File: config.mk
export PLATFORM = sky130hd
export DESIGN_NAME = ecdsa_der_signature_to_raw_flat
export DESIGN_NICKNAME = d
export VERILOG_FILES = /design/src/hdl/edsr_pkg.sv /design/src/hdl/edsr_if.sv /design/src/hdl/edsr_parse.sv /design/src/hdl/ecdsa_der_signature_to_raw.sv /design/src/flat_wrapper.sv
export SDC_FILE = /design/constraint.sdc
export NUM_CORES = 1
export LEC_CHECK = 0
export ABC_AREA = 1
export BUFFER_PORTS_ARGS = -buffer_cell sky130_fd_sc_hd__clkbuf_2
export CAP_MARGIN = 25
export CORE_MARGIN = 10
export CORE_UTILIZATION = 52
export DETAILED_ROUTE_END_ITERATION = 10
export PLACE_DENSITY = 0.76
export SYNTH_ARGS = -nofsm -noshare
export SYNTH_HDL_FRONTEND = slang
export SYNTH_SLANG_ARGS = --single-unit
export TNS_END_PERCENT = 50
File: constraint.sdc
create_clock -name clk -period 5.2 [get_ports clk]
set_input_delay 1.04 -clock clk [delete_from_list [all_inputs] [get_ports clk]]
set_output_delay 1.04 -clock clk [all_outputs]
set_load 0.01 [all_outputs]
File: src/hdl/edsr_pkg.sv
// ============================================================================
// edsr_pkg: shared types and constants for the DER-to-raw signature converter
// Phase codes of the parser, widths of the stream fields, the result record.
// ============================================================================
package edsr_pkg;

    localparam int unsigned BYTE_W  = 8;
    localparam int unsigned COUNT_W = 9;

    localparam logic [BYTE_W-1:0] LEAD_ZERO = 8'h00;

    typedef enum logic [3:0] {
        PH_SEQ_TAG   = 4'd0,
        PH_TOTAL_LEN = 4'd1,
        PH_R_TAG     = 4'd2,
        PH_R_LEN     = 4'd3,
        PH_R_FIRST   = 4'd4,
        PH_R_DATA    = 4'd5,
        PH_S_TAG     = 4'd6,
        PH_S_LEN     = 4'd7,
        PH_S_FIRST   = 4'd8,
        PH_S_DATA    = 4'd9,
        PH_DONE      = 4'd10
    } phase_t;

    typedef struct packed {
        logic [BYTE_W-1:0]  data;
        logic               has_data;
        logic               last;
        logic [COUNT_W-1:0] length;
    } result_t;

endpackage

File: src/hdl/edsr_if.sv
// ============================================================================
// edsr_if: stream channels of the DER-to-raw signature converter
// Input channel carries DER bytes, output channel carries raw r/s bytes.
// ============================================================================
interface edsr_in_if
    import edsr_pkg::*;
();
    logic              valid;
    logic              ready;
    logic [BYTE_W-1:0] in_byte;
    logic              in_start;

    modport source (output valid, output in_byte, output in_start, input ready);
    modport sink   (input valid, input in_byte, input in_start, output ready);
endinterface

interface edsr_out_if
    import edsr_pkg::*;
();
    logic               valid;
    logic               ready;
    logic [BYTE_W-1:0]  out_byte;
    logic               out_has_data;
    logic               out_last;
    logic [COUNT_W-1:0] out_length;

    modport source (output valid, output out_byte, output out_has_data,
                    output out_last, output out_length, input ready);
    modport sink   (input valid, input out_byte, input out_has_data,
                    input out_last, input out_length, output ready);
endinterface

File: src/hdl/edsr_parse.sv
// ============================================================================
// edsr_parse: DER signature parser
// Tracks the phase, the bytes left in the current integer and the emitted
// count; gives at most one result per accepted byte.
// ============================================================================
module edsr_parse
    import edsr_pkg::*;
(
    input  logic              clk,
    input  logic              rst_n,
    input  logic              accept,
    input  logic [BYTE_W-1:0] in_byte,
    input  logic              in_start,
    output logic              emit,
    output result_t           result
);

    phase_t             phase_reg,  phase_next;
    logic [BYTE_W-1:0]  left_reg,   left_next;
    logic [COUNT_W-1:0] count_reg,  count_next;

    logic [BYTE_W-1:0]  left_dec;
    logic [COUNT_W-1:0] count_inc;
    logic               ends;
    logic               drop;
    logic               is_first;

    assign left_dec  = left_reg - 1'b1;
    assign count_inc = count_reg + 1'b1;
    assign ends      = (left_dec == '0);
    assign is_first  = (phase_reg == PH_R_FIRST) || (phase_reg == PH_S_FIRST);
    assign drop      = is_first && (in_byte == LEAD_ZERO);

    always_ff @(posedge clk or negedge rst_n)
    begin
        if (!rst_n)
        begin
            phase_reg <= PH_SEQ_TAG;
            left_reg  <= '0;
            count_reg <= '0;
        end
        else if (accept)
        begin
            phase_reg <= phase_next;
            left_reg  <= left_next;
            count_reg <= count_next;
        end
    end

    always_comb
    begin
        phase_next = phase_reg;
        left_next  = left_reg;
        count_next = count_reg;
        emit       = 1'b0;
        result     = '0;

        if (in_start || (phase_reg == PH_SEQ_TAG))
        begin
            count_next = '0;
            left_next  = '0;
            phase_next = PH_TOTAL_LEN;
        end
        else
        begin
            case (phase_reg)
                PH_TOTAL_LEN: phase_next = PH_R_TAG;
                PH_R_TAG:     phase_next = PH_R_LEN;
                PH_R_LEN:
                begin
                    left_next  = in_byte;
                    phase_next = (in_byte == '0) ? PH_S_TAG : PH_R_FIRST;
                end
                PH_R_FIRST, PH_R_DATA:
                begin
                    left_next  = left_dec;
                    phase_next = ends ? PH_S_TAG : PH_R_DATA;
                    if (!drop)
                    begin
                        count_next      = count_inc;
                        emit            = 1'b1;
                        result.data     = in_byte;
                        result.has_data = 1'b1;
                    end
                end
                PH_S_TAG:     phase_next = PH_S_LEN;
                PH_S_LEN:
                begin
                    left_next = in_byte;
                    if (in_byte == '0)
                    begin
                        phase_next    = PH_DONE;
                        emit          = 1'b1;
                        result.last   = 1'b1;
                        result.length = count_reg;
                    end
                    else
                    begin
                        phase_next = PH_S_FIRST;
                    end
                end
                PH_S_FIRST, PH_S_DATA:
                begin
                    left_next  = left_dec;
                    phase_next = ends ? PH_DONE : PH_S_DATA;
                    if (!drop)
                    begin
                        count_next      = count_inc;
                        emit            = 1'b1;
                        result.data     = in_byte;
                        result.has_data = 1'b1;
                        result.last     = ends;
                        result.length   = ends ? count_inc : '0;
                    end
                    else if (ends)
                    begin
                        emit          = 1'b1;
                        result.last   = 1'b1;
                        result.length = count_reg;
                    end
                end
                default:      phase_next = PH_DONE;
            endcase
        end
    end

endmodule

File: src/hdl/ecdsa_der_signature_to_raw.sv
// ============================================================================
// ecdsa_der_signature_to_raw: DER-encoded ECDSA signature to raw r||s bytes
//
//   channel | dir | fields                                  | beat
//   din     | in  | in_byte[7:0], in_start                  | one DER byte
//   dout    | out | out_byte[7:0], out_has_data, out_last,  | zero or one
//           |     | out_length[8:0]                         | per input beat
//
// One input beat per cycle while ready; its result, if any, appears in the
// output register the next cycle. The output register frees din.ready whenever
// it is empty or being drained, so a stalled dout stops din only while full.
// rst_n clears the parser phase, counters and output valid.
// ============================================================================
module ecdsa_der_signature_to_raw
    import edsr_pkg::*;
(
    input  logic       clk,
    input  logic       rst_n,
    edsr_in_if.sink    din,
    edsr_out_if.source dout
);

    logic    accept;
    logic    emit;
    result_t result;

    logic    out_valid_reg;
    result_t out_reg;

    assign din.ready = !out_valid_reg || dout.ready;
    assign accept    = din.valid && din.ready;

    edsr_parse u_parse (
        .clk      (clk),
        .rst_n    (rst_n),
        .accept   (accept),
        .in_byte  (din.in_byte),
        .in_start (din.in_start),
        .emit     (emit),
        .result   (result)
    );

    always_ff @(posedge clk or negedge rst_n)
    begin
        if (!rst_n)
        begin
            out_valid_reg <= 1'b0;
        end
        else if (accept)
        begin
            out_valid_reg <= emit;
        end
        else if (dout.ready)
        begin
            out_valid_reg <= 1'b0;
        end
    end

    always_ff @(posedge clk)
    begin
        if (accept && emit)
        begin
            out_reg <= result;
        end
    end

    assign dout.valid        = out_valid_reg;
    assign dout.out_byte     = out_reg.data;
    assign dout.out_has_data = out_reg.has_data;
    assign dout.out_last     = out_reg.last;
    assign dout.out_length   = out_reg.length;

endmodule
File: src/flat_wrapper.sv
// flat-port wrapper written by rule: the top's interface ports become plain ports
module ecdsa_der_signature_to_raw_flat import edsr_pkg::*;
  (clk, rst_n, din_valid, din_in_byte, din_in_start, din_ready, dout_valid, dout_out_byte, dout_out_has_data, dout_out_last, dout_out_length, dout_ready);
  edsr_in_if din_i ();
  edsr_out_if dout_i ();
  input  logic clk;
  input  logic rst_n;
  input wire logic [$bits(din_i.valid)-1:0] din_valid;
  input wire logic [$bits(din_i.in_byte)-1:0] din_in_byte;
  input wire logic [$bits(din_i.in_start)-1:0] din_in_start;
  output wire logic [$bits(din_i.ready)-1:0] din_ready;
  output wire logic [$bits(dout_i.valid)-1:0] dout_valid;
  output wire logic [$bits(dout_i.out_byte)-1:0] dout_out_byte;
  output wire logic [$bits(dout_i.out_has_data)-1:0] dout_out_has_data;
  output wire logic [$bits(dout_i.out_last)-1:0] dout_out_last;
  output wire logic [$bits(dout_i.out_length)-1:0] dout_out_length;
  input wire logic [$bits(dout_i.ready)-1:0] dout_ready;
  assign din_i.valid = din_valid;
  assign din_i.in_byte = din_in_byte;
  assign din_i.in_start = din_in_start;
  assign din_ready = din_i.ready;
  assign dout_valid = dout_i.valid;
  assign dout_out_byte = dout_i.out_byte;
  assign dout_out_has_data = dout_i.out_has_data;
  assign dout_out_last = dout_i.out_last;
  assign dout_out_length = dout_i.out_length;
  assign dout_i.ready = dout_ready;
  ecdsa_der_signature_to_raw u_core (.clk(clk), .rst_n(rst_n), .din(din_i), .dout(dout_i));
endmodule
==> impl_metrics.toml, run 1 <==
[status]
status = "completed"

[floorplan]
core_sq_um = 4470
num_rows = 24
die_y_microns = 88.8
start_util = 0.551
io_pins = 34
dieWidth_microns = 88.8
die_area_sq_um = 7890

[hold_path]
worstHoldPathCells = 1
min_path_type = "reg -> reg"

[detailed_routing]
vias_per_cell = 5.41
vias = 2141
ant_nets = 0
dr.pass1.iters = 6
finalWirelength_microns = 5550
routedWlPerCell_microns = 14.0
drt-initial-drc-count = 168
drc = 0

[placed_design]
placedInstanceArea_sq_um = 2670
gp_congestion = 0.977
dp_slack_ns = 2.19
io_buffers = 33
dpl.hpwl_microns = 4210

[layout]
drive_gt1_frac = 0.189
layout_common_cells = "nand2_1 (67), inv_1 (45), clkbuf_2 (33)"
layout_commonest_cell = "nand2_1"
synthToLayoutAreaGrowth_pct = 12.8
nNetsFinal = 359
stdcell_area_sq_um = 2780
fill_cells = 381
antennaDiodeCount = 0

[logic_synthesis]
syn_area_sq_um = 2460
synthCells = 306
synthesis.nets = 322
yosysWarnings = 0
synth_cell_types = 33
yosys_register_bits = 41
ys_async_sr_fraction = 0.537
synth_seq_area_share = 0.455
post_synth.cell_area_avg_sq_um = 8.05
synth_flop_cell = "dfrtp_1"
synth-edff-count = 19

[grt]
grt_remaining_overflow = 0
track_usage = 0.151
grt_pass1_vias = 2051
antenna_found_initial = 0
grt_start_max_net_pins = 23
grt_pass1_wl_microns = 9450

[sta]
period_share = 0.521
setup_viol = 0
fmax_mhz = 369
maxSlewHeadroom = 0.520
fin_tns_setup_ns = 0
fin_ws_ns = 2.49
final_max_slew_viol_count = 0
tightest_slew_ns = 0.715
hold-worst-slack_ns = 0.533
rsz0062_at_grt = "false"
post-route-min-period_ns = 2.71
clock_skew_ns = 0.00653
hold_viol_final = 0

[setup_path]
worst_ep_arrival_time_ns = 2.64
path_class = "in -> reg"
required_ns = 5.13
crit_path_start_kind = "input pin"
cp-end-kind = "flop"
path_max_fanout = 19
reg2reg_depth = 12

[clock_network]
cts_buffers = 5
cts_max_level = 2
postCtsSetupRepairBufs = 0
clkLatencyLatePin_ns = 0.29
clkTransAtPathRegs_ns = 0.08
postCtsHoldBufs = 0
cts_tree = "yes"
cts_resized = 0
clockRootBuffer = "clkbuf_8"
clockBufferDepth = 2
cts_sinks = 41

[power_and_ir_drop]
ir_drop_mv = 0.300
p_leak_nw = 1.27
powerDensity_nw_per_um2 = 465

[run]
drv_cap = 0
[path summary, 6_finish.rpt]
check                                            from                          end  slack, ns
max                                    din_in_byte[2]      u_core.dout.out_byte[0]       2.49
min                        u_core.u_parse.left_reg[5]   u_core.u_parse.left_reg[5]       0.53
max reg2reg                u_core.u_parse.left_reg[0]      u_core.dout.out_byte[0]       2.62
min reg2reg                u_core.u_parse.left_reg[5]   u_core.u_parse.left_reg[5]       0.53
max in group asynchronous                       rst_n   u_core.u_parse.left_reg[1]       4.09
min in group asynchronous                       rst_n  u_core.u_parse.phase_reg[3]       0.73
[critical path: stages]
cell and delay [ns]:
clkbuf_2 0.08, inv_1 0.08, nand4_1 0.14, nor2_1 0.32
nand2_1 0.20, a21boi_1 0.17, nand2_1 0.09, inv_1 0.51
[per-stage QoR]
stage / power [mW] / cells / utilization
2_1_floorplan: 0.921 / 306 / -
3_3_place_gp: 1.03 / 388 / 0.597
3_5_place_dp: 1.04 / 388 / 0.597
4_1_cts: 1.29 / 396 / 0.621
5_1_grt: 1.39 / 396 / 0.621
6_report: 1.29 / 396 / 0.621
[synthesized netlist by cell type, drive strengths merged (3+ instances only)]
cell    number  area share
nand4        7       0.018
xor2         5       0.018
nand3       28       0.059
inv         50       0.079
edfxtp      19        0.23
nor2        37       0.073
a21oi       15       0.038
o22ai       10       0.025
dfrtp       22        0.22
o21ai       23       0.047
nand2       74        0.13
buf          3      0.0096
ha           3       0.015
[area by class of cell]
| class | count | area [sq um] | share of cell area |
|---|---|---|---|
| Sequential cell | 41 | 1120 | 0.403 |
| Clock inverter | 3 | 41.3 | 0.0149 |
| Timing Repair Buffer | 33 | 165 | 0.0594 |
| Inverter | 51 | 199 | 0.0716 |
| Tap cell | 52 | 65.1 | 0.0234 |
| Clock buffer | 5 | 68.8 | 0.0248 |
| Multi-Input combinational cell | 211 | 1120 | 0.403 |
[where the power goes]
group	leakage, nW	switching, mW	total [mW]	internal, mW
clock	0.0518	0.113	0.254	0.141
sequential	0.472	0.0564	0.461	0.405
combinational	0.750	0.393	0.577	0.184
[kinds of logic after synthesis]
logic type | Yosys count | share of synthesized area
DFF | 41 | 0.455
AOI/OAI and AO/OA | 56 | 0.140
and+or+nand+nor | 147 | 0.281
xor gates and xnor gates | 5 | 0.0178
buffers and inverters | 54 | 0.0904
adders and majority gates | 3 | 0.0152
[metal layers]
metal / global-route usage / wire (microns)
met2: 0.225 / 2440
met4: 0.0646 / 72
met1: 0.201 / 2600
met3: 0.0423 / 445
met5: 0 / 0
No activity file was read; power rests on OpenSTA's default activity.
==> run 2, diff against run 1 <==
clock period = 2.5 ns   (was 5.2 ns; I/O delays follow)
==> impl_metrics.toml, run 2 (synthesis gave the netlist of run 1 again) <==
[status]
status = "completed"

[setup_path]
reg2reg_depth = 13
r2r-end = "u_core.dout.out_length[6]"
worst_ep_arrival_time_ns = 2.25
reg2reg_slack_ns = 0.26
cp-end-kind = "flop"
crit_path_start_kind = "flop"
path_class = "reg -> reg"
slowest_stage = "dfrtp_1"
cpPeakStageDelay_ns = 0.40
r2r-start = "u_core.u_parse.left_reg[0]"
path_cells = "inv_1 > ha_1 > inv_1 > nor2_2 > nand3_1 > nand2_1 > nand2_1 > a21oi_2 > nand3_1 > nand4_1 > nand2_1 > inv_1 > buf_12"
path_max_fanout = 19
required_ns = 2.52

[power_and_ir_drop]
ir_drop_mv = 0.562
p_sw_mw = 1.17
pwr-share-seq = 0.353
p_leak_nw = 1.29
powerDensity_nw_per_um2 = 964
p_comb_frac = 0.451
swShare = 0.433
p_int_mw = 1.53
power_mw = 2.70
clkPwrFrac = 0.197

[placed_design]
dpl.hpwl_microns = 4140
gp_congestion = 0.876
dp.cells = 390
io_buffers = 33

[clock_network]
clockRootBuffer = "clkbuf_8"
clkLatencyLatePin_ns = 0.30
postCtsSetupRepairBufs = 0
cts_buffers = 5
clkTransAtPathRegs_ns = 0.08
cts_tree = "yes"
cts_max_level = 2
cts_sinks = 41
cts_resized = 0
postCtsHoldBufs = 0
clockBufferDepth = 2

[layout]
layout_commonest_cell = "nand2_1"
final_cells = 398
synthToLayoutAreaGrowth_pct = 13.9
nNetsFinal = 361
antennaDiodeCount = 0
drive_gt1_frac = 0.194
layout_common_cells = "nand2_1 (67), inv_1 (45), clkbuf_2 (33)"
utilization = 0.627

[sta]
tightest_slew_ns = 0.729
clock_skew_ns = 0.00472
period_share = 0.894
setup_viol = 0
hold-worst-slack_ns = 0.179
maxSlewHeadroom = 0.511
post-route-min-period_ns = 2.24
hold_viol_final = 0
final_max_slew_viol_count = 0
fmax_mhz = 447
fin_tns_setup_ns = 0
rsz0062_at_grt = "false"

[detailed_routing]
dr.pass1.iters = 5
finalWirelength_microns = 5530
drc = 0
vias = 2124
ant_nets = 0
vias_per_cell = 5.34
drt-initial-drc-count = 165
routedWlPerCell_microns = 13.9

[grt]
track_usage = 0.152
grt_start_max_net_pins = 23
grt_pass1_vias = 2034
grt_remaining_overflow = 0
grt_pass1_wl_microns = 9450
antenna_found_initial = 0

[hold_path]
min_path_type = "in -> async"

[floorplan]
die_y_microns = 88.8
io_pins = 34
die_area_sq_um = 7890
num_rows = 24
start_util = 0.551
dieWidth_microns = 88.8
core_sq_um = 4470

[run]
drv_cap = 0
[run 2: cell types whose count changed in the layout (fill, tap and decap cells not counted), sizes merged]
| cell | change |
|---|---|
| buf | +2 |
| clkbuf | +1 |
| clkinvlp | -1 |
[run 2: final cells by class]
| class | count | area, sq um |
|---|---|---|
| Sequential cell | 41 | 1120 |
| Tap cell | 52 | 65.1 |
| Clock buffer | 6 | 72.6 |
| Clock inverter | 2 | 35.0 |
| Fill cell | 399 | 1670 |
| Timing Repair Buffer | 35 | 193 |
| Multi-Input combinational cell | 211 | 1120 |
| Inverter | 51 | 199 |
[run 2: power groups by stage]
| stage | clock network, mW | logic [mW] | registers [mW] |
|---|---|---|---|
| finish | 0.532 | 1.22 | 0.954 |
| global route | 0.562 | 1.39 | 0.974 |
| CTS | 0.539 | 1.22 | 0.954 |
| detailed placement | 0 | 1.21 | 0.967 |
| global placement | 0 | 1.19 | 0.965 |
| floorplan | 0 | 0.966 | 0.951 |
[run 2: how the worst max path moves through the flow]
stage                               startpoint                     endpoint  slack, ns  cells past startpoint
detailed placement              din_in_byte[2]  u_core.u_parse.count_reg[8]       0.18                     10
floorplan           u_core.u_parse.left_reg[0]      u_core.dout.out_byte[0]       0.30                     12
global placement                din_in_byte[3]  u_core.u_parse.count_reg[8]       0.23                     10
finish              u_core.u_parse.left_reg[0]    u_core.dout.out_length[6]       0.26                     13
CTS                 u_core.u_parse.left_reg[0]      u_core.dout.out_byte[7]       0.28                     13
global route        u_core.u_parse.left_reg[0]      u_core.dout.out_byte[7]       0.04                     13
[run 2: critical path: cells and delay by family (launching register included)]
kind                       cells  cell delay (ns)
and+or+nand+nor                7             0.70
buffers and inverters          4             0.49
DFF                            1             0.40
adders and majority gates      1             0.19
AOI/OAI and AO/OA              1             0.16
[run 2: stage by stage]
| step | setup WS, ns | cell area (sq um) |
|---|---|---|
| floorplan | 0.296 | 2460 |
| global placement | 0.230 | 2700 |
| detailed placement | 0.181 | 2700 |
| CTS | 0.281 | 2810 |
| global route | 0.0386 | 2810 |
| finish | 0.265 | 2810 |
[run 2: per-layer routing]
layer  global-route usage  vias up  routed length (microns)
li1                     -     1083                        -
met1                0.197      959                     2580
met2                0.232       72                     2420
met3               0.0349       10                      431
met4               0.0720        0                       97
met5                    0        -                        0
==> run 3, diff against run 2 <==
CTS_BUF_LIST = sky130_fd_sc_hd__clkbuf_8 sky130_fd_sc_hd__clkbuf_16   (was not set)
==> impl_metrics.toml, run 3 (synthesis gave the netlist of run 1 again) <==
[sta]
clock_skew_ns = 0.00522
fmax_mhz = 447
hold_viol_final = 0
period_share = 0.894
setup_viol = 0
maxSlewHeadroom = 0.511
tightest_slew_ns = 0.729
fin_tns_setup_ns = 0
final_max_slew_viol_count = 0
post-route-min-period_ns = 2.24
rsz0062_at_grt = "false"

[layout]
nNetsFinal = 361
layout_common_cells = "nand2_1 (67), inv_1 (46), clkbuf_2 (33)"
layout_commonest_cell = "nand2_1"
synthToLayoutAreaGrowth_pct = 13.9
drive_gt1_frac = 0.194
antennaDiodeCount = 0

[grt]
track_usage = 0.152
grt_start_max_net_pins = 23
grt_remaining_overflow = 0
grt_pass1_vias = 2034
grt_pass1_wl_microns = 9450
antenna_found_initial = 0

[run]
drv_cap = 0

[detailed_routing]
dr.pass1.iters = 5
vias = 2124
finalWirelength_microns = 5530
met2_length_microns = 2420
drc = 0
drt-initial-drc-count = 165
wl_met3_microns = 431
top_layer = "met4"
ant_nets = 0
vias_per_cell = 5.34
routedWlPerCell_microns = 13.9
wl_met1_microns = 2580

[setup_path]
reg2reg_slack_ns = 0.26
path_class = "reg -> reg"
r2r-start = "u_core.u_parse.left_reg[0]"
reg2reg_depth = 13
path_max_fanout = 19
cp-end-kind = "flop"
required_ns = 2.52
worst_ep_arrival_time_ns = 2.25
crit_path_start_kind = "flop"
r2r-end = "u_core.dout.out_length[6]"

[floorplan]
core_sq_um = 4470
die_y_microns = 88.8
start_util = 0.551
io_pins = 34
dieWidth_microns = 88.8
die_area_sq_um = 7890
num_rows = 24

[clock_network]
cts_resized = 0
cts_buffers = 5
cts_sinks = 41
clkLatencyLatePin_ns = 0.30
postCtsHoldBufs = 0
clockBufferDepth = 2
clockRootBuffer = "clkbuf_8"
cts_max_level = 2
clkTransAtPathRegs_ns = 0.08
postCtsSetupRepairBufs = 0
cts_tree = "yes"

[power_and_ir_drop]
p_leak_nw = 1.29
pwr-share-seq = 0.353
power_mw = 2.70
powerDensity_nw_per_um2 = 963
p_int_mw = 1.53
clkPwrFrac = 0.196
p_sw_mw = 1.17
swShare = 0.433
p_comb_frac = 0.451
ir_drop_mv = 0.562

[placed_design]
dpl.hpwl_microns = 4140
io_buffers = 33
gp_congestion = 0.876

[hold_path]
min_path_type = "in -> async"

[status]
status = "completed"
run 3: per-layer routing:
metal	track usage	vias up
met2	0.232	72
met4	0.0720	0
met5	0	-
met3	0.0349	10
met1	0.197	959
li1	-	1083
run 3: worst max path at each step:
| stage | start | end | depth (start not counted) |
|---|---|---|---|
| floorplan | u_core.u_parse.left_reg[0] | u_core.dout.out_byte[0] | 12 |
| global route | u_core.u_parse.left_reg[0] | u_core.dout.out_byte[7] | 13 |
| detailed placement | din_in_byte[2] | u_core.u_parse.count_reg[8] | 10 |
| finish | u_core.u_parse.left_reg[0] | u_core.dout.out_length[6] | 13 |
| global placement | din_in_byte[3] | u_core.u_parse.count_reg[8] | 10 |
| CTS | u_core.u_parse.left_reg[0] | u_core.dout.out_byte[7] | 13 |
run 3: layout make-up:
cell class              count  area, sq um
fillers                   399         1670
multi-input cells         211         1120
clock inverters             3         38.8
inverters                  51          199
flip-flops and latches     41         1120
well taps                  52         65.1
clock buffers               5         68.8
repair buffers             35          193
run 3: power groups by stage:
stage | sequential, mW | clock, mW | combinational, mW
5_1_grt | 0.974 | 0.558 | 1.39
3_3_place_gp | 0.965 | 0 | 1.19
3_5_place_dp | 0.967 | 0 | 1.21
6_report | 0.954 | 0.528 | 1.22
2_1_floorplan | 0.951 | 0 | 0.966
4_1_cts | 0.954 | 0.535 | 1.22
run 3: per-stage QoR:
step	setup WS [ns]	hold slack, ns	cell area, sq um	util	cells
6_report	0.265	0.179	2810	0.627	398
5_1_grt	0.0386	0.237	2810	0.627	398
4_1_cts	0.281	0.210	2810	0.627	398
3_5_place_dp	0.181	0.512	2700	0.603	390
3_3_place_gp	0.230	0.507	2700	0.603	390
2_1_floorplan	0.296	0.204	2460	-	306
run 3: worst max-delay path: stages (launching register included):
cell     delay, ns
dfrtp_1       0.40
inv_1         0.14
ha_1          0.19
inv_1         0.06
nor2_2        0.18
nand3_1       0.10
nand2_1       0.07
nand2_1       0.07
a21oi_2       0.16
nand3_1       0.11
nand4_1       0.08
nand2_1       0.09
inv_1         0.12
buf_12        0.17
